$ cat config.mk
export PLATFORM = sky130hd
export DESIGN_NAME = owik_front
export DESIGN_NICKNAME = d
export VERILOG_FILES = /design/src/rtl/core/owik_pkg.sv /design/src/rtl/core/owik_front.sv
export SDC_FILE = /design/constraint.sdc
export NUM_CORES = 1
export LEC_CHECK = 0
export BUFFER_PORTS_ARGS = -buffer_cell sky130_fd_sc_hd__buf_2
export CORE_AREA = 2 2 143 145
export CTS_CLUSTER_DIAMETER = 50
export CTS_CLUSTER_SIZE = 8
export DETAILED_ROUTE_END_ITERATION = 10
export DIE_AREA = 0 0 145 147
export SLEW_MARGIN = 20
export SYNTH_ARGS = -nofsm -noshare
export SYNTH_HDL_FRONTEND = slang
export SYNTH_SLANG_ARGS = --single-unit
$ cat constraint.sdc
create_clock -name clk -period 1.2 [get_ports clk]
set_input_delay 0.18 -clock clk [delete_from_list [all_inputs] [get_ports clk]]
set_output_delay 0.18 -clock clk [all_outputs]
set_load 0.01 [all_outputs]
$ cat src/rtl/core/owik_pkg.sv
// Shared types and constants for the omni wheel inverse kinematics block.
// Depends on nothing; used by every module of the block.
`timescale 1ns / 1ps
`default_nettype none

package owik_pkg;

    // Register indexes of the configuration port.
    localparam logic [2:0] REG_WHEEL_RADIUS = 3'd0;
    localparam logic [2:0] REG_WHEELBASE    = 3'd1;
    localparam logic [2:0] REG_TRACK_WIDTH  = 3'd2;
    localparam logic [2:0] REG_SPEED_LIMIT  = 3'd3;

    localparam logic [31:0] RST_WHEEL_RADIUS = 32'd3277;
    localparam logic [31:0] RST_WHEELBASE    = 32'd19661;
    localparam logic [31:0] RST_TRACK_WIDTH  = 32'd19661;
    localparam logic [31:0] RST_SPEED_LIMIT  = 32'd1310720;

    // sqrt(1/2) in unsigned Q.30.
    localparam logic [31:0] DIAG_Q30 = 32'd759250125;

    localparam int WHEEL_COUNT = 4;
    localparam int QUEUE_DEPTH = 2;
    localparam int DIV_STEPS   = 96;
    localparam int SQRT_STEPS  = 32;

    typedef struct packed {
        logic [31:0] wheel_radius;
        logic [31:0] wheelbase_length;
        logic [31:0] track_width;
        logic [31:0] speed_limit;
    } cfg_t;

    // One classified twist waiting between the front and the back.
    typedef struct packed {
        logic [31:0] vel_x;
        logic [31:0] vel_y;
        logic [31:0] yaw_rate;
        logic        ok;
    } entry_t;

    typedef enum logic [3:0] {
        ST_IDLE,
        ST_LSQ,
        ST_TSQ,
        ST_SQRT,
        ST_DA,
        ST_DB,
        ST_ARM,
        ST_BOUND,
        ST_MAX,
        ST_PLO,
        ST_PHI,
        ST_LOAD,
        ST_DIV,
        ST_SAT,
        ST_DONE
    } state_t;

endpackage

`default_nettype wire

$ cat src/rtl/core/owik_front.sv
// Front part: configuration registers, input item acceptance and classification.
// Depends on owik_pkg.
`timescale 1ns / 1ps
`default_nettype none

module owik_front (
    input  wire logic              clk,
    input  wire logic              rst_n,
    input  wire logic              cfg_valid,
    output logic                   cfg_ready,
    input  wire logic [2:0]        cfg_index,
    input  wire logic [31:0]       cfg_data,
    input  wire logic              in_valid,
    output logic                   in_stall,
    input  wire logic [31:0]       vel_x,
    input  wire logic [31:0]       vel_y,
    input  wire logic [31:0]       yaw_rate,
    input  wire logic              queue_full,
    output logic                   push,
    output owik_pkg::entry_t       push_entry,
    output owik_pkg::cfg_t         cfg
);

    owik_pkg::cfg_t cfg_reg;

    assign cfg_ready = 1'b1;
    assign cfg       = cfg_reg;

    // Register writes; indexes beyond the list are dropped.
    always_ff @(posedge clk or negedge rst_n)
    begin
        if (!rst_n)
        begin
            cfg_reg.wheel_radius     <= owik_pkg::RST_WHEEL_RADIUS;
            cfg_reg.wheelbase_length <= owik_pkg::RST_WHEELBASE;
            cfg_reg.track_width      <= owik_pkg::RST_TRACK_WIDTH;
            cfg_reg.speed_limit      <= owik_pkg::RST_SPEED_LIMIT;
        end
        else if (cfg_valid && cfg_ready)
        begin
            case (cfg_index)
                owik_pkg::REG_WHEEL_RADIUS: cfg_reg.wheel_radius     <= cfg_data;
                owik_pkg::REG_WHEELBASE:    cfg_reg.wheelbase_length <= cfg_data;
                owik_pkg::REG_TRACK_WIDTH:  cfg_reg.track_width      <= cfg_data;
                owik_pkg::REG_SPEED_LIMIT:  cfg_reg.speed_limit      <= cfg_data;
                default: ;
            endcase
        end
    end

    // An item is taken whenever the queue has room; it is tagged with the geometry check.
    assign in_stall = queue_full;
    assign push     = in_valid && !queue_full;

    always_comb
    begin
        push_entry.vel_x    = vel_x;
        push_entry.vel_y    = vel_y;
        push_entry.yaw_rate = yaw_rate;
        push_entry.ok       = (cfg_reg.wheel_radius != 32'd0) &&
                              (cfg_reg.wheelbase_length != 32'd0) &&
                              (cfg_reg.track_width != 32'd0) &&
                              (cfg_reg.speed_limit != 32'd0);
    end

endmodule

`default_nettype wire

## Word level (Yosys, flattened, before mapping)

Index checks and enable logic that the tools add are counted.

- Equal/unequal tests: 3
- Reduce and logical (&&, ||, !) cells: 14

Operators by type and width:

| cell | number |
|---|---|
| 32-bit nonzero test | 4 |
| 2-bit AND reduction | 4 |
| 3-bit by 2-bit equality test with 1-bit output (second input constant) | 2 |
| 1-bit logical AND | 4 |
| 3-bit by 1-bit equality test with 1-bit output (second input constant) | 1 |
| 3-bit zero test | 1 |
| 1-bit zero test | 1 |

- Bits in registers: 128
- Bits of input ports: 136
- Output and inout port bits: 228
- Word-level logic and storage cells: 21

## Depth between registers and ports, before layout

- Depth after elaboration: 4
- Depth in mapped cells: 4

## Worst setup path before layout

Ideal clock, no wire load.

- Kind: input -> register
- From: input cfg_index[0]
- To: register cfg_reg (netlist bit cfg[112])
- Library setup time: 0.125 ns
- Arrival time: 1.103 ns
- Data required time: 1.075 ns
- Path slack: -0.028 ns
- Cell stages on the path: 3
- Path buffers: 1
- Cells stage by stage: nor4b_4 buf_6 mux2_2

- Cells in the longest elaborated chain, start to end: 2

Ends and longest elaborated chain:

| item | RTL line | source |
|---|---|---|
| from (decl) | owik_front.sv:11 | `input wire logic [2:0] cfg_index,` |
| 3-bit zero test | owik_front.sv:41 | `case (cfg_index)` |
| 2-bit AND reduction (no line) | n/a |  |
| to (decl) | owik_front.sv:24 | `owik_pkg::cfg_t cfg_reg;` |

Every way passes these cells.
A chain may end at the register's enable or synchronous reset.

==> key figures <==
Placement
  – Port Buffers: 170
  – Gpl congestion: between 0.8 and 0.9
  – Cell total after placement: roughly 900
  – HPWL Detailed: 16400 um

Route
  – Drc violations: 0
  – Post-route ant nets: 0
  – Routed via count: 4351
  – Drt wl/cell: 23.1 um
  – Total Wirelength: around 22000 um
  – Initial detailed-routing violation count: 118
  – Pre-Repair DR Iteration Count: 4
  – Via density: 4.62

Outcome
  – Violated checks: negative setup slack
  – Status: complete, but fails checks

Synthesis
  – Adder-Cell Fraction of Synth Area: 0%
  – Netlist cell types: 16
  – Synth Cell Area: 5870 um2
  – Synth Area in Compound Gates: 0.213%
  – Register area share after synthesis: 55.1%
  – Largest family of logic cells by synthesized area: multiplexers
  – Cells after synthesis: 417
  – Simple-gate share of the synthesized area: 5.33%
  – Synthesized flop and latch total: approximately 130
  – Post-synthesis mux area share: 24.6%
  – Post-Synth XOR/XNOR Area: 0%
  – Syn avg cell area: 14.1 um2
  – Post-Synthesis Net Count: between 500 and 600
  – Syn. warnings: 0

Cells and area
  – Finished Layout Cells: 941
  – Final net count: 794
  – Fillers: ~1800
  – Area Overhead vs Synth: 60.3%
  – Share of layout cells above drive strength 1: about three quarters
  – Max FFs per register: 128
  – ANT cells: 0

STA
  – Final setup margin: -971 ps
  – Final Hold Vio Count: 0
  – RSZ-0062 raised after global routing: yes
  – Tmin final: 2170 ps
  – FMAX: approximately 460 MHz
  – Skew final: 0 ps
  – Setup tns final: -6760 ps
  – Crit share post-route: 181%
  – Fin. max-slew vios: 0
  – Final setup violation count: around 130
  – WHS: 42.8 ps

Setup path
  – CP endpoint kind: primary output
  – CP required: 1020 ps
  – Crit Path Category: flip-flop to primary output
  – Data arrival, critical path: 1990 ps
  – Setup crit start kind: flip-flop
  – Crit path max fanout: 2

Die
  – I/O pin cnt: 364
  – Die Ht: 147 um
  – Cell Rows: 52
  – Initial core utilization: 29.6%
  – Die Footprint: approximately 21000 um2
  – Core area: just under 20000 um2
  – Die X: 145 um

Worst hold path
  – Hold Path Class: input pin to flip-flop

Pwr
  – Leak: 4.27 nW
  – PwrDens: 1910 nW/um2
  – Power after layout: roughly 0.018 W
  – Worst vdd ir: 0.964 mV

Clock network
  – Clock sinks: 128
  – CTS tree: done
  – H-tree depth: 4
  – Skew-Pair Late Insertion Delay: 410 ps
  – CTS Buf Count: 17
  – Clock Root Buffer: clkbuf_16
  – Clock transition at the registers of the reported paths: roughly 50 ps
  – CTS Buffer Depth: 2

Global routing
  – Largest net degree at the start of global routing: 55
  – Global-route wire length before repair: 32200 um
  – Antenna violations before repair: 0
  – Total global routing overflow: 0
  – Vias in the first global route: 4863
  – Total track usage: 20.5%

Job
  – Max-cap violation count: 0
## worst max-delay path, stage by stage, from the launching register on
cell and delay [ps]:
dfrtp_1 400, nor4_2 410, nand4_1 290, o22ai_1 230, nor2_1 90, buf_2 140
## stage by stage
step,setup WS (ps),utilization [%],area [um2]
after CTS,-921,46.8,9290
after floorplan,-28.2,-,5870
after global placement,-648,37.5,7440
after detailed placement,-628,37.5,7440
after global routing,-993,47.4,9410
final,-971,47.4,9410
## power breakdown
part           internal (W)  leakage (nW)  switching, W
clock               0.00305         0.274       0.00183
combinational       0.00444          2.50       0.00239
sequential          0.00542          1.50      0.000826
## cell type report
| class | count | area [um2] | area share, % |
|---|---|---|---|
| Timing Repair Buffer | 334 | 3390 | 36.0 |
| Sequential cell | 128 | 3230 | 34.4 |
| Multi-Input combinational cell | 177 | 1890 | 20.1 |
| Clock buffer | 26 | 499 | 5.31 |
| Tap cell | 270 | 338 | 3.59 |
| Clock inverter | 6 | 57.6 | 0.612 |
## timing repair
item                       4_1_cts  5_1_grt
resized for setup              274       31
pin swaps                        1        2
buffers inserted                26       34
hold endpoints to repair       104        0
setup endpoints to repair      125      125
hold buffers                     1        0
cloned                           0        0
## layout by cell type (no fill, tap or decap), types with 2 or more instances in the layout
master and instances:
clkinv_2 4, nor4_1 21, mux2_2 115, dfrtp_1 103
o22ai_1 2, clkbuf_1 5, buf_12 6, buf_2 46
nor4_4 2, clkbuf_16 17, nor4_2 9, mux2_1 13
buf_4 36, buf_6 245, dfstp_2 25, clkbuf_8 4
nand4_1 8, nor4bb_4 2
## cell usage after synthesis
library cell | instances | area [um2]
nor2b_1 | 1 | 6.26
dfstp_2 | 25 | 657
conb_1 | 1 | 3.75
nor2_1 | 1 | 3.75
buf_6 | 9 | 101
nand4b_1 | 1 | 8.76
buf_4 | 98 | 736
nand4_1 | 8 | 50.1
buf_2 | 5 | 25.0
nor4_1 | 32 | 200
nor4b_4 | 1 | 23.8
mux2_1 | 13 | 146
dfrtp_1 | 103 | 2580
nor4bb_1 | 2 | 20.0
o22ai_1 | 2 | 12.5
mux2_2 | 115 | 1290
## kinds of logic (layout without fill, tap and decap cells)
group | count (synthesis) | in the layout
buffers and inverters | 112 | 366
and+or+nand+nor | 46 | 46
DFF | 128 | 128
other | 1 | 1
muxes | 128 | 128
AOI/OAI and AO/OA | 2 | 2
## per-layer routing
metal	vias to the layer above	GRT usage, %	part of all wire, %
li1	1880	-	-
met1	2197	21.9	36
met2	250	34.5	50
met3	22	12.2	12
met4	2	4.80	1.1
met5	-	1.36	0.19
## final timing paths
path | start | endpoint | slack [ps] | cells after the start
setup / recovery | cfg[48] | push_entry[0] | -970 | 5
hold / removal | cfg_data[19] | cfg[115] | 40 | 2
setup reg to reg | cfg[43] | cfg[43] | 160 | 4
hold reg to reg | cfg[73] | cfg[73] | 530 | 1
max in group asynchronous | rst_n | cfg[35] | 420 | 3
min in group asynchronous | rst_n | cfg[52] | 160 | 2
Power figures use the tool's default switching activity.
