**src/rtl/core/owik_pkg.sv**
```systemverilog
// Shared types and constants for the omni wheel inverse kinematics block.
// Depends on nothing; used by every module of the block.
`timescale 1ns / 1ps
`default_nettype none

package owik_pkg;

    // Register indexes of the configuration port.
    localparam logic [2:0] REG_WHEEL_RADIUS = 3'd0;
    localparam logic [2:0] REG_WHEELBASE    = 3'd1;
    localparam logic [2:0] REG_TRACK_WIDTH  = 3'd2;
    localparam logic [2:0] REG_SPEED_LIMIT  = 3'd3;

    localparam logic [31:0] RST_WHEEL_RADIUS = 32'd3277;
    localparam logic [31:0] RST_WHEELBASE    = 32'd19661;
    localparam logic [31:0] RST_TRACK_WIDTH  = 32'd19661;
    localparam logic [31:0] RST_SPEED_LIMIT  = 32'd1310720;

    // sqrt(1/2) in unsigned Q.30.
    localparam logic [31:0] DIAG_Q30 = 32'd759250125;

    localparam int WHEEL_COUNT = 4;
    localparam int QUEUE_DEPTH = 2;
    localparam int DIV_STEPS   = 96;
    localparam int SQRT_STEPS  = 32;

    typedef struct packed {
        logic [31:0] wheel_radius;
        logic [31:0] wheelbase_length;
        logic [31:0] track_width;
        logic [31:0] speed_limit;
    } cfg_t;

    // One classified twist waiting between the front and the back.
    typedef struct packed {
        logic [31:0] vel_x;
        logic [31:0] vel_y;
        logic [31:0] yaw_rate;
        logic        ok;
    } entry_t;

    typedef enum logic [3:0] {
        ST_IDLE,
        ST_LSQ,
        ST_TSQ,
        ST_SQRT,
        ST_DA,
        ST_DB,
        ST_ARM,
        ST_BOUND,
        ST_MAX,
        ST_PLO,
        ST_PHI,
        ST_LOAD,
        ST_DIV,
        ST_SAT,
        ST_DONE
    } state_t;

endpackage

`default_nettype wire

```
**src/rtl/core/owik_queue.sv**
```systemverilog
// Short queue of classified items between the front and the back.
// Depends on owik_pkg.
`timescale 1ns / 1ps
`default_nettype none

module owik_queue (
    input  wire logic              clk,
    input  wire logic              rst_n,
    input  wire logic              push,
    input  wire owik_pkg::entry_t  push_entry,
    input  wire logic              pop,
    output owik_pkg::entry_t       pop_entry,
    output logic                   full,
    output logic                   empty
);

    localparam int PTR_W = $clog2(owik_pkg::QUEUE_DEPTH);
    localparam int CNT_W = $clog2(owik_pkg::QUEUE_DEPTH + 1);

    owik_pkg::entry_t   mem_reg [owik_pkg::QUEUE_DEPTH];
    logic [PTR_W-1:0]   wr_ptr_reg;
    logic [PTR_W-1:0]   rd_ptr_reg;
    logic [CNT_W-1:0]   count_reg;

    assign full      = (count_reg == CNT_W'(owik_pkg::QUEUE_DEPTH));
    assign empty     = (count_reg == '0);
    assign pop_entry = mem_reg[rd_ptr_reg];

    // Storage for the entries.
    always_ff @(posedge clk)
    begin
        if (push)
        begin
            mem_reg[wr_ptr_reg] <= push_entry;
        end
    end

    // Pointers and fill count.
    always_ff @(posedge clk or negedge rst_n)
    begin
        if (!rst_n)
        begin
            wr_ptr_reg <= '0;
            rd_ptr_reg <= '0;
            count_reg  <= '0;
        end
        else
        begin
            if (push)
            begin
                wr_ptr_reg <= wr_ptr_reg + PTR_W'(1);
            end
            if (pop)
            begin
                rd_ptr_reg <= rd_ptr_reg + PTR_W'(1);
            end
            if (push && !pop)
            begin
                count_reg <= count_reg + CNT_W'(1);
            end
            else if (pop && !push)
            begin
                count_reg <= count_reg - CNT_W'(1);
            end
        end
    end

endmodule

`default_nettype wire

```
**config.mk**
```make
export PLATFORM = sky130hd
export DESIGN_NAME = owik_queue
export DESIGN_NICKNAME = d
export VERILOG_FILES = /design/src/rtl/core/owik_pkg.sv /design/src/rtl/core/owik_queue.sv
export SDC_FILE = /design/constraint.sdc
export NUM_CORES = 1
export LEC_CHECK = 0
export BUFFER_PORTS_ARGS = -buffer_cell sky130_fd_sc_hd__buf_2
export CAP_MARGIN = 20
export CORE_MARGIN = 2
export CORE_UTILIZATION = 52
export CTS_BUF_LIST = sky130_fd_sc_hd__clkbuf_4 sky130_fd_sc_hd__clkbuf_8
export CTS_CLUSTER_DIAMETER = 150
export DETAILED_ROUTE_END_ITERATION = 7
export PLACE_DENSITY = 0.89
export SLEW_MARGIN = 20
export SYNTH_ARGS = -nofsm -noshare
export SYNTH_HDL_FRONTEND = slang
export SYNTH_SLANG_ARGS = --single-unit
```
**constraint.sdc**
```tcl
create_clock -name clk -period 6.6 [get_ports clk]
set_input_delay 0.33 -clock clk [delete_from_list [all_inputs] [get_ports clk]]
set_output_delay 0.33 -clock clk [all_outputs]
set_load 0.01 [all_outputs]
```
; After elaboration in Yosys (flattened, before gate mapping)
; Memories as Yosys holds them, arrays and structs flattened.
; Index checks and enable logic that the tools add are counted.
[op_classes]
addsub = 4
n_mul = 0
div = 0
n_lt_le_gt_ge = 0
n_eq_ne = 1
shifts = 0
mux = 4
bitwise_logic = 0
reduce_logical = 6
[op_table]
columns = op, count
row1 = 2-to-1 mux 2 bit, 2
row2 = adder 1 bit (second input constant), 2
row3 = adder 2 x 1 -> 2 bit (second input constant), 1
row4 = equality test 2 bit (second input constant), 1
row5 = logical AND 1 bit, 2
row6 = logical NOT 1 bit, 2
row7 = logical NOT 2 bit, 1
row8 = 2-to-1 mux 1 bit, 2
row9 = nonzero test 2 bit, 1
row10 = subtractor 2 x 1 -> 2 bit (second input constant), 1
[totals]
reg_bits = 4
latchBits = 0
ram_bits = 194
mem_bits_ro = 0
input_bits = 101
out_inout_bits = 99
elab_cells = 19
memories = 1
[memory_table]
columns = name, words, word_bits, read_ports, rd_clocked_by_memory_dff, wr, line_no
row1 = mem_reg, 2, 97, 1, 0, 1, owik_queue.sv:20  ; owik_pkg::entry_t mem_reg [owik_pkg::QUEUE_DEPTH];

; Logic depth before layout (Yosys ltp)
; Gate-level depths: netlist (run 1).
[logic_depth]
depth_word = 4
depth_mapped = 5

; Worst setup path before layout (run 1)
; No wires, ideal clock.
[synth_timing]
path_type = register to register
from = reg wr_ptr_reg
to = mem mem_reg[0][0] (netlist name) (enable)
arrival_time_ns = 4.697
required_ns = 6.035
setup_slack_ns = 1.338
path_stages_with_launch = 2
n_path_buf = 0
cell_sequence = dfrtp_1 > nor2b_1
[synth_lines]
columns = element, line_no
row1 = start: declaration, owik_queue.sv:21  ; logic [PTR_W-1:0] wr_ptr_reg;
row2 = start signal: assignment, owik_queue.sv:51  ; wr_ptr_reg <= wr_ptr_reg + PTR_W'(1);
row3 = end: declaration, owik_queue.sv:20
; Straight into the memory's write port.

==> results of run 1 <==
[synthesized netlist by cell type]
cell type and count:
dfrtp_1 4, xnor2_1 1, edfxtp_1 194, mux2_4 20, ha_1 1, and2_1 1
buf_6 4, inv_1 1, nor2b_1 2, mux2_2 77, nor2_1 2, buf_2 7
xor2_1 4
[timing repair]
item                      CTS  global route
hold endpoints to repair    4             0
hold buffers                1             0
resized for setup           0             0
buffers inserted            0             0
[routing by layer]
| layer | share of wire [%] | vias to the layer above | wire (um) |
|---|---|---|---|
| met1 | 38 | 1805 | 4800 |
| met5 | 0 | - | 0 |
| li1 | - | 1683 | - |
| met3 | 7.2 | 16 | 895 |
| met4 | 1.6 | 0 | 199 |
| met2 | 53 | 132 | 6580 |
[through the flow]
step	cell area [sq um]	hold slack, ps	power [mW]	setup WS (ps)
floorplan	7260	34.4	2.51	1340
global placement	8440	138	2.83	4190
detailed placement	8440	143	2.86	4150
CTS	8840	30.5	3.61	3640
global route	8870	27.7	3.75	3810
finish	8870	67.6	3.58	3900
[final cells by class]
class	instances	area, sq um
Fill cell	967	4900
Timing Repair Buffer	204	1060
Antenna cell	2	5.00
Tap cell	180	225
Inverter	1	3.75
Multi-Input combinational cell	108	1260
Sequential cell	198	5930
Clock inverter	14	150
Clock buffer	18	241
[cell families (layout without fill, tap and decap cells)]
logic type               count (synthesis)  count (layout)  synth area share [%]
multiplexers                            97              97                  16.1
flip-flops                             198             198                  81.6
buffers and inverters                   12             237                  1.15
adder cells (fa/ha/maj)                  1               1                 0.172
other                                    0               2                     0
XOR/XNOR                                 5               5                 0.603
AND/OR/NAND/NOR                          5               5                 0.362
[worst max-delay path, cell delays in order (launching register included)]
cell and delay, ps:
dfrtp_4 600, buf_4 410, buf_16 320, mux2_2 390, buf_2 140
[final timing paths]
kind / endpoint / startpoint / slack [ps]
worst max-delay path: pop_entry[0] / rd_ptr_reg / 3900
worst min-delay path: mem_reg[0][73] / push_entry[73] / 70
worst max register to register: mem_reg[0][42] / wr_ptr_reg / 4290
worst min register to register: count_reg[1] / count_reg[1] / 520
max in group asynchronous: rd_ptr_reg / rst_n / 6250
min in group asynchronous: wr_ptr_reg / rst_n / 210
[report_power, final]
part           switching [mW]  internal (mW)
Clock                   0.403          0.345
Combinational           0.550          0.524
Sequential             0.0835           1.67
==> flow_summary.ini, run 1 <==
[drt]
dr.pass1.iters = 5
finalWirelength_um = 12500
drcViolationCount = 0
detailedRoute.firstIterationViolations = 250
average_wire_per_cell_in_the_routed_design_um = 17.2
detail-route-antenna-nets = 0
route.vias.total = 3636
detail_route.vias_per_cell = 5.02

[place]
placed_cells = 689
port_buf_inserts = 199
gp_congestion = 0.710
place_hpwl_um = 8400

[worst_setup_path]
critPathLaunchType = flop
worstPathArrival_ps = 2370
critical_path.max_fanout = 54
setup.worst_path.class = flop to primary output
setup.worst_path.end_class = primary output
worstRegToRegCells = 2
cp_data_required_time_ps = 6270

[synthesis]
synthesis.instances = 318
yosysTopAreaCell = edfxtp_1
synth.yosys.seq_area_share_pct = 81.6
post_synth_main_area_contributors = edfxtp_1, mux2_2, mux2_4
synth_seq_cells = 198
unique_masters_post_synth = 13
syn_avg_cell_area_sq_um = 22.8
postSynthNetCount = 420
syn-cell-area_sq_um = 7260
post-synth-top-area-fraction_pct = 80.2
ys.warnings.count = 0

[global_route]
vias_in_the_first_global_route = 3740
grt_use_met3_pct = 5.38
grtUsageMet1_pct = 19.1
antenna_found_initial = 2
globalRouteTotalUtil_pct = 16.7
met2_capacity_usage_during_global_routing_pct = 29.2
largest_net_degree_at_the_start_of_global_routing = 80
grt_first_pass_wirelength_um = 18300
grt_busiest_layer = met2
grt.overflow.total = 0

[final_layout]
largest_reg_flops = 194
final-instance-count-excl-fill = 725
layout.cells.most_common_list = buf_2, edfxtp_1, mux2_2
layout-drive-gt1-share_pct = 61.3
finalCoreUtilization_pct = 64.4
layout.cells.most_common = buf_2
syn2layout_area_growth_pct = 22.2
num-nets-final = 632

[clock_tree]
clock_tree.htree_level_count = 4
worst_skew_pair.late_latency_ps = 440
tritoncts = done
path_clk_slew_ps = 90
buffer_cell_driving_the_clock_tree_root = clkbuf_8
cts-buffers-inserted = 17
cts.sink_count = 198
max-clock-path-buffers = 2

[die]
die_h_um = 122
initial_core_util_pct = 52.7
io-pin-count = 200
num_rows = 43
core-area_sq_um = 13800
dieWidth_um = 122
die_area_sq_um = 14900

[job]
max_cap_violations = 0

[timing]
final-setup-viol-count = 0
slew_viol_final = 0
period_share_pct = 40.9
timing.setup.tns_ps = 0
report.final.hold_viol_count = 0
max_clock_freq_mhz = 370
tightestPinTransition_ps = 1020
timing.clock.skew_ps = 5.44
grt_setup_unrepaired = false
slew_headroom_pct = 31.8
finalCriticalPeriod_ps = 2700

[hold_path]
worst_hold_path.num_cells = 1
min_path_type = primary input to flop

[pwr]
powerDensity_nw_per_um2 = 403
power.leakage_nw = 3.39
ir_drop_uv = 259

[run_status]
run_status = complete, no violations
No activity file was read; power rests on OpenSTA's default activity.
==> run 2, diff against run 1 <==
==> constraint.sdc (replaced) <==
create_clock -name clk -period 2.7 [get_ports clk]
set_input_delay 0.135 -clock clk [delete_from_list [all_inputs] [get_ports clk]]
set_output_delay 0.135 -clock clk [all_outputs]
set_load 0.01 [all_outputs]
==> run 2 against run 1 <==
Net effect: combinational power increased to 2.6 times the previous value; utilization increased by 7.2 points; clock skew increased by 8.1 ps; non-clock buffer count increased by 102; critical path type unchanged; via count increased by 14%.
==> flow_summary.ini, run 2 (synthesized netlist as in run 1, its figures left out) <==
[timing]
tightestPinTransition_ps = 737
report.final.hold_viol_count = 0
period_share_pct = 82.0
finalCriticalPeriod_ps = 2210
grt_setup_unrepaired = false
slew_headroom_pct = 50.8
final-setup-viol-count = 0
timing.clock.skew_ps = 13.5
max_clock_freq_mhz = 452
timing.setup.tns_ps = 0
slew_viol_final = 0

[final_layout]
largest_reg_flops = 194
layout.cells.most_common_list = buf_2, edfxtp_1, dlygate4sd3_1
num-nets-final = 734
layout.cells.most_common = buf_2
antenna_cells = 0
fillerInstances = 815
postLayoutCellArea_sq_um = 9860
layout-drive-gt1-share_pct = 51.8
syn2layout_area_growth_pct = 35.9

[pwr]
ir_drop_uv = 586
power.leakage_nw = 3.81
powerDensity_nw_per_um2 = 905

[worst_setup_path]
crit_start = rd_ptr_reg
critPathLaunchType = flop
cp_slowest_stage_delay_ps = 750
critical_path.max_fanout = 43
critPathSlowestCell = dfrtp_4
reg2reg_from = wr_ptr_reg
worstPathArrival_ps = 2080
setup.worst_path.class = flop to primary output
setup.worst_path.end_class = primary output
crit_path_cell_trace = buf_12 -> mux2_2 -> buf_2
cp_data_required_time_ps = 2570

[hold_path]
hold_wc_startpoint = push_entry[79]
min_path_type = primary input to flop

[die]
io-pin-count = 200
die_area_sq_um = 14900
core-area_sq_um = 13800
initial_core_util_pct = 52.7
dieWidth_um = 122
num_rows = 43
die_h_um = 122

[clock_tree]
worst_skew_pair.late_latency_ps = 450
post-cts-setup-buffer-count = 0
path_clk_slew_ps = 90
cts-buffers-inserted = 17
post_cts_resized = 0
clock_tree.htree_level_count = 4
cts.sink_count = 198
tritoncts = done
buffer_cell_driving_the_clock_tree_root = clkbuf_8
max-clock-path-buffers = 2
post_cts_hold_buffer_count = 101

[global_route]
globalRouteTotalUtil_pct = 20.6
antenna_found_initial = 0
grt.overflow.total = 0
vias_in_the_first_global_route = 4480
grt_first_pass_wirelength_um = 22500
largest_net_degree_at_the_start_of_global_routing = 55

[drt]
drcViolationCount = 0
detailedRoute.firstIterationViolations = 247
detail-route-antenna-nets = 0
finalWirelength_um = 15200
route.vias.total = 4131
dr.pass1.iters = 4
average_wire_per_cell_in_the_routed_design_um = 18.4
detail_route.vias_per_cell = 5.02

[place]
placed_area_sq_um = 8480
port_buf_inserts = 199
gp_congestion = 0.736
place_hpwl_um = 8440

[job]
max_cap_violations = 0

[run_status]
run_status = complete, no violations
-- run 2: through the flow --
| stage | hold slack [ps] | setup slack [ps] | util [%] | instances | power (mW) |
|---|---|---|---|---|---|
| global placement | -57.2 | 983 | 61.6 | 692 | 6.96 |
| finish | 410 | 486 | 71.6 | 823 | 8.93 |
| global route | 383 | 378 | 71.6 | 823 | 9.34 |
| detailed placement | -46.3 | 952 | 61.6 | 692 | 7.07 |
| CTS | 361 | 437 | 71.6 | 823 | 8.95 |
| floorplan | -161 | 414 | - | 318 | 6.08 |
-- run 2: final timing paths --
| kind | to | slack, ps | depth (start not counted) |
|---|---|---|---|
| min reg2reg | count_reg[1] | 520 | 1 |
| max in group asynchronous | rd_ptr_reg | 1840 | 3 |
| min | mem_reg[0][79] | 410 | 2 |
| max reg2reg | mem_reg[1][53] | 1120 | 2 |
| max | pop_entry[7] | 490 | 3 |
| min in group asynchronous | wr_ptr_reg | 610 | 3 |
-- run 2: power by group --
part | switching [mW] | internal (mW) | leakage [nW]
Sequential | 0.266 | 4.08 | 1.87
Clock | 0.972 | 0.824 | 0.184
Combinational | 1.39 | 1.40 | 1.76
-- run 2: layout make-up --
type / instances / area, sq um / area share (%)
clock buffers: 18 / 241 / 2.45
clock inverters: 12 / 128 / 1.29
inverters: 1 / 3.75 / 0.0381
multi-input cells: 108 / 1260 / 12.8
flip-flops and latches: 198 / 5930 / 60.1
well taps: 180 / 225 / 2.28
repair buffers: 306 / 2080 / 21.1
-- run 2: critical path, delay by kind of cell (launching register included) --
family | cells | cell delay (ps)
flip-flops | 1 | 750
multiplexers | 1 | 390
buffers and inverters | 2 | 440
-- run 2: per-layer routing --
metal  track usage, %  share of wire, %  vias up
met5                0                 0        -
met4             9.48               3.3        0
met3             5.57               5.8       46
met2             36.7                54      183
met1             23.2                37     2019
li1                 -                 -     1883
==> run 3, diff against run 2 <==
==> constraint.sdc (replaced) <==
create_clock -name clk -period 2.26 [get_ports clk]
set_input_delay 0.113 -clock clk [delete_from_list [all_inputs] [get_ports clk]]
set_output_delay 0.113 -clock clk [all_outputs]
set_load 0.01 [all_outputs]
==> run 3 against run 2 <==
Net effect: die area unchanged; largest power group unchanged; combinational power up 24%; critical path depth stayed put; sequential power increased by 17%; clock power increased by 28%; clock skew rose by 1.9 ps; sequential cell count did not move; first-iteration DRC count down 12%.
==> flow_summary.ini, run 3 (synthesized netlist as in run 1, its figures left out) <==
[hold_path]
hold_wc_startpoint = push_entry[46]
min_path_type = primary input to flop

[timing]
timing.clock.skew_ps = 15.4
finalCriticalPeriod_ps = 1940
tightestPinTransition_ps = 532
max_clock_freq_mhz = 515
final-setup-viol-count = 0
hold_ws_ps = 375
report.final.hold_viol_count = 0
slew_viol_final = 0
period_share_pct = 86.0
slew_headroom_pct = 64.5
timing.setup.tns_ps = 0
fin_ws_ps = 317
grt_setup_unrepaired = false

[place]
place_hpwl_um = 8800
port_buf_inserts = 199
pre_cts_slack_ps = 798
gp_congestion = 0.747

[drt]
route.vias.total = 4115
finalWirelength_um = 15200
dr.pass1.iters = 5
average_wire_per_cell_in_the_routed_design_um = 18.3
detail_route.vias_per_cell = 4.96
detailedRoute.firstIterationViolations = 218
detail-route-antenna-nets = 0
drcViolationCount = 0

[worst_setup_path]
setup.worst_path.end_class = primary output
worst_path_dominant_cell_family = buffers and inverters
worstPathArrival_ps = 1830
critPathLaunchType = flop
worstPathBufferInverterCount = 2
crit_path_cell_trace = buf_12 -> mux2_2 -> buf_2
critical_path.max_fanout = 74
setup.worst_path.class = flop to primary output
critPathSlowestCell = dfrtp_4
cp_slowest_stage_delay_ps = 440
reg2reg_from = wr_ptr_reg
crit_start = rd_ptr_reg
cp_data_required_time_ps = 2150

[global_route]
grt_first_pass_wirelength_um = 22300
grt.overflow.total = 0
antenna_found_initial = 3
largest_net_degree_at_the_start_of_global_routing = 75
globalRouteTotalUtil_pct = 20.4
vias_in_the_first_global_route = 4508

[final_layout]
fillerInstances = 846
layout-drive-gt1-share_pct = 51.9
layout.cells.most_common = buf_2
finalCoreUtilization_pct = 72.1
num-nets-final = 735
syn2layout_area_growth_pct = 36.8
largest_reg_flops = 194
layout.cells.most_common_list = buf_2, edfxtp_1, dlygate4sd3_1

[clock_tree]
buffer_cell_driving_the_clock_tree_root = clkbuf_8
max-clock-path-buffers = 2
cts-buffers-inserted = 17
tritoncts = done
post_cts_resized = 0
clock_tree.htree_level_count = 4
path_clk_slew_ps = 100
post_cts_hold_buffer_count = 101
post-cts-setup-buffer-count = 0
cts.sink_count = 198
worst_skew_pair.late_latency_ps = 460

[die]
initial_core_util_pct = 52.7
num_rows = 43
core-area_sq_um = 13800
die_h_um = 122
dieWidth_um = 122
io-pin-count = 200
die_area_sq_um = 14900

[job]
max_cap_violations = 0

[pwr]
clockPowerShare_pct = 21.3
netSwitchingFraction_pct = 29.4
powerDensity_nw_per_um2 = 1090
ir_drop_uv = 657
power_frac_seq_pct = 46.8
total_power_mw = 10.8
p_comb_share_pct = 31.9
internal_power_mw = 7.65
total_switching_power_mw = 3.19
power.leakage_nw = 3.84

[run_status]
run_status = complete, no violations
## run 3: changes by cell type in the layout (fill, tap and decap cells not counted), sizes merged
cell	previous run	this run
clkbuf	18	17
bufinv	2	3
inv	4	6
clkinv	5	6
diode	0	3
clkinvlp	2	1
buf	205	206
## run 3: worst paths after layout
kind                       slack (ps)              to  cells after the start
min in group asynchronous         590      wr_ptr_reg                      3
max reg2reg                       750  mem_reg[1][63]                      2
max in group asynchronous        1440      rd_ptr_reg                      3
max                               320   pop_entry[40]                      3
min                               380  mem_reg[0][46]                      2
min reg2reg                       510    count_reg[1]                      1
## run 3: metal layers
| layer | track usage (%) | part of all wire (%) |
|---|---|---|
| met1 | 21.2 | 37 |
| met2 | 38.1 | 55 |
| met3 | 5.66 | 5.6 |
| met4 | 9.20 | 2.2 |
| met5 | 0 | 0 |
## run 3: area by class of cell
cell class / instances / area [sq um] / area share [%]
Multi-Input combinational cell: 108 / 1260 / 12.7
Tap cell: 180 / 225 / 2.27
Timing Repair Buffer: 307 / 2100 / 21.1
Clock inverter: 15 / 175 / 1.76
Inverter: 1 / 3.75 / 0.0378
Sequential cell: 198 / 5930 / 59.7
Clock buffer: 17 / 234 / 2.36
Antenna cell: 3 / 7.51 / 0.0756
## run 3: worst register-to-register path, cell delays in order, from the launching register on
cell and delay, ps:
dfrtp_1 460, and2_4 420, buf_12 290
## run 3: per-stage QoR
stage | instances | instance area (sq um)
2_1_floorplan | 318 | 7270
3_3_place_gp | 693 | 8500
3_5_place_dp | 693 | 8500
4_1_cts | 826 | 9920
5_1_grt | 829 | 9930
6_report | 829 | 9930
## run 3: power groups by stage
stage | Combinational [mW] | Clock [mW] | Sequential [mW]
after floorplan | 2.18 | 0 | 5.09
after global placement | 3.23 | 0 | 5.09
after detailed placement | 3.29 | 0 | 5.15
after CTS | 3.45 | 2.34 | 5.07
after global routing | 3.70 | 2.51 | 5.12
final | 3.46 | 2.31 | 5.07
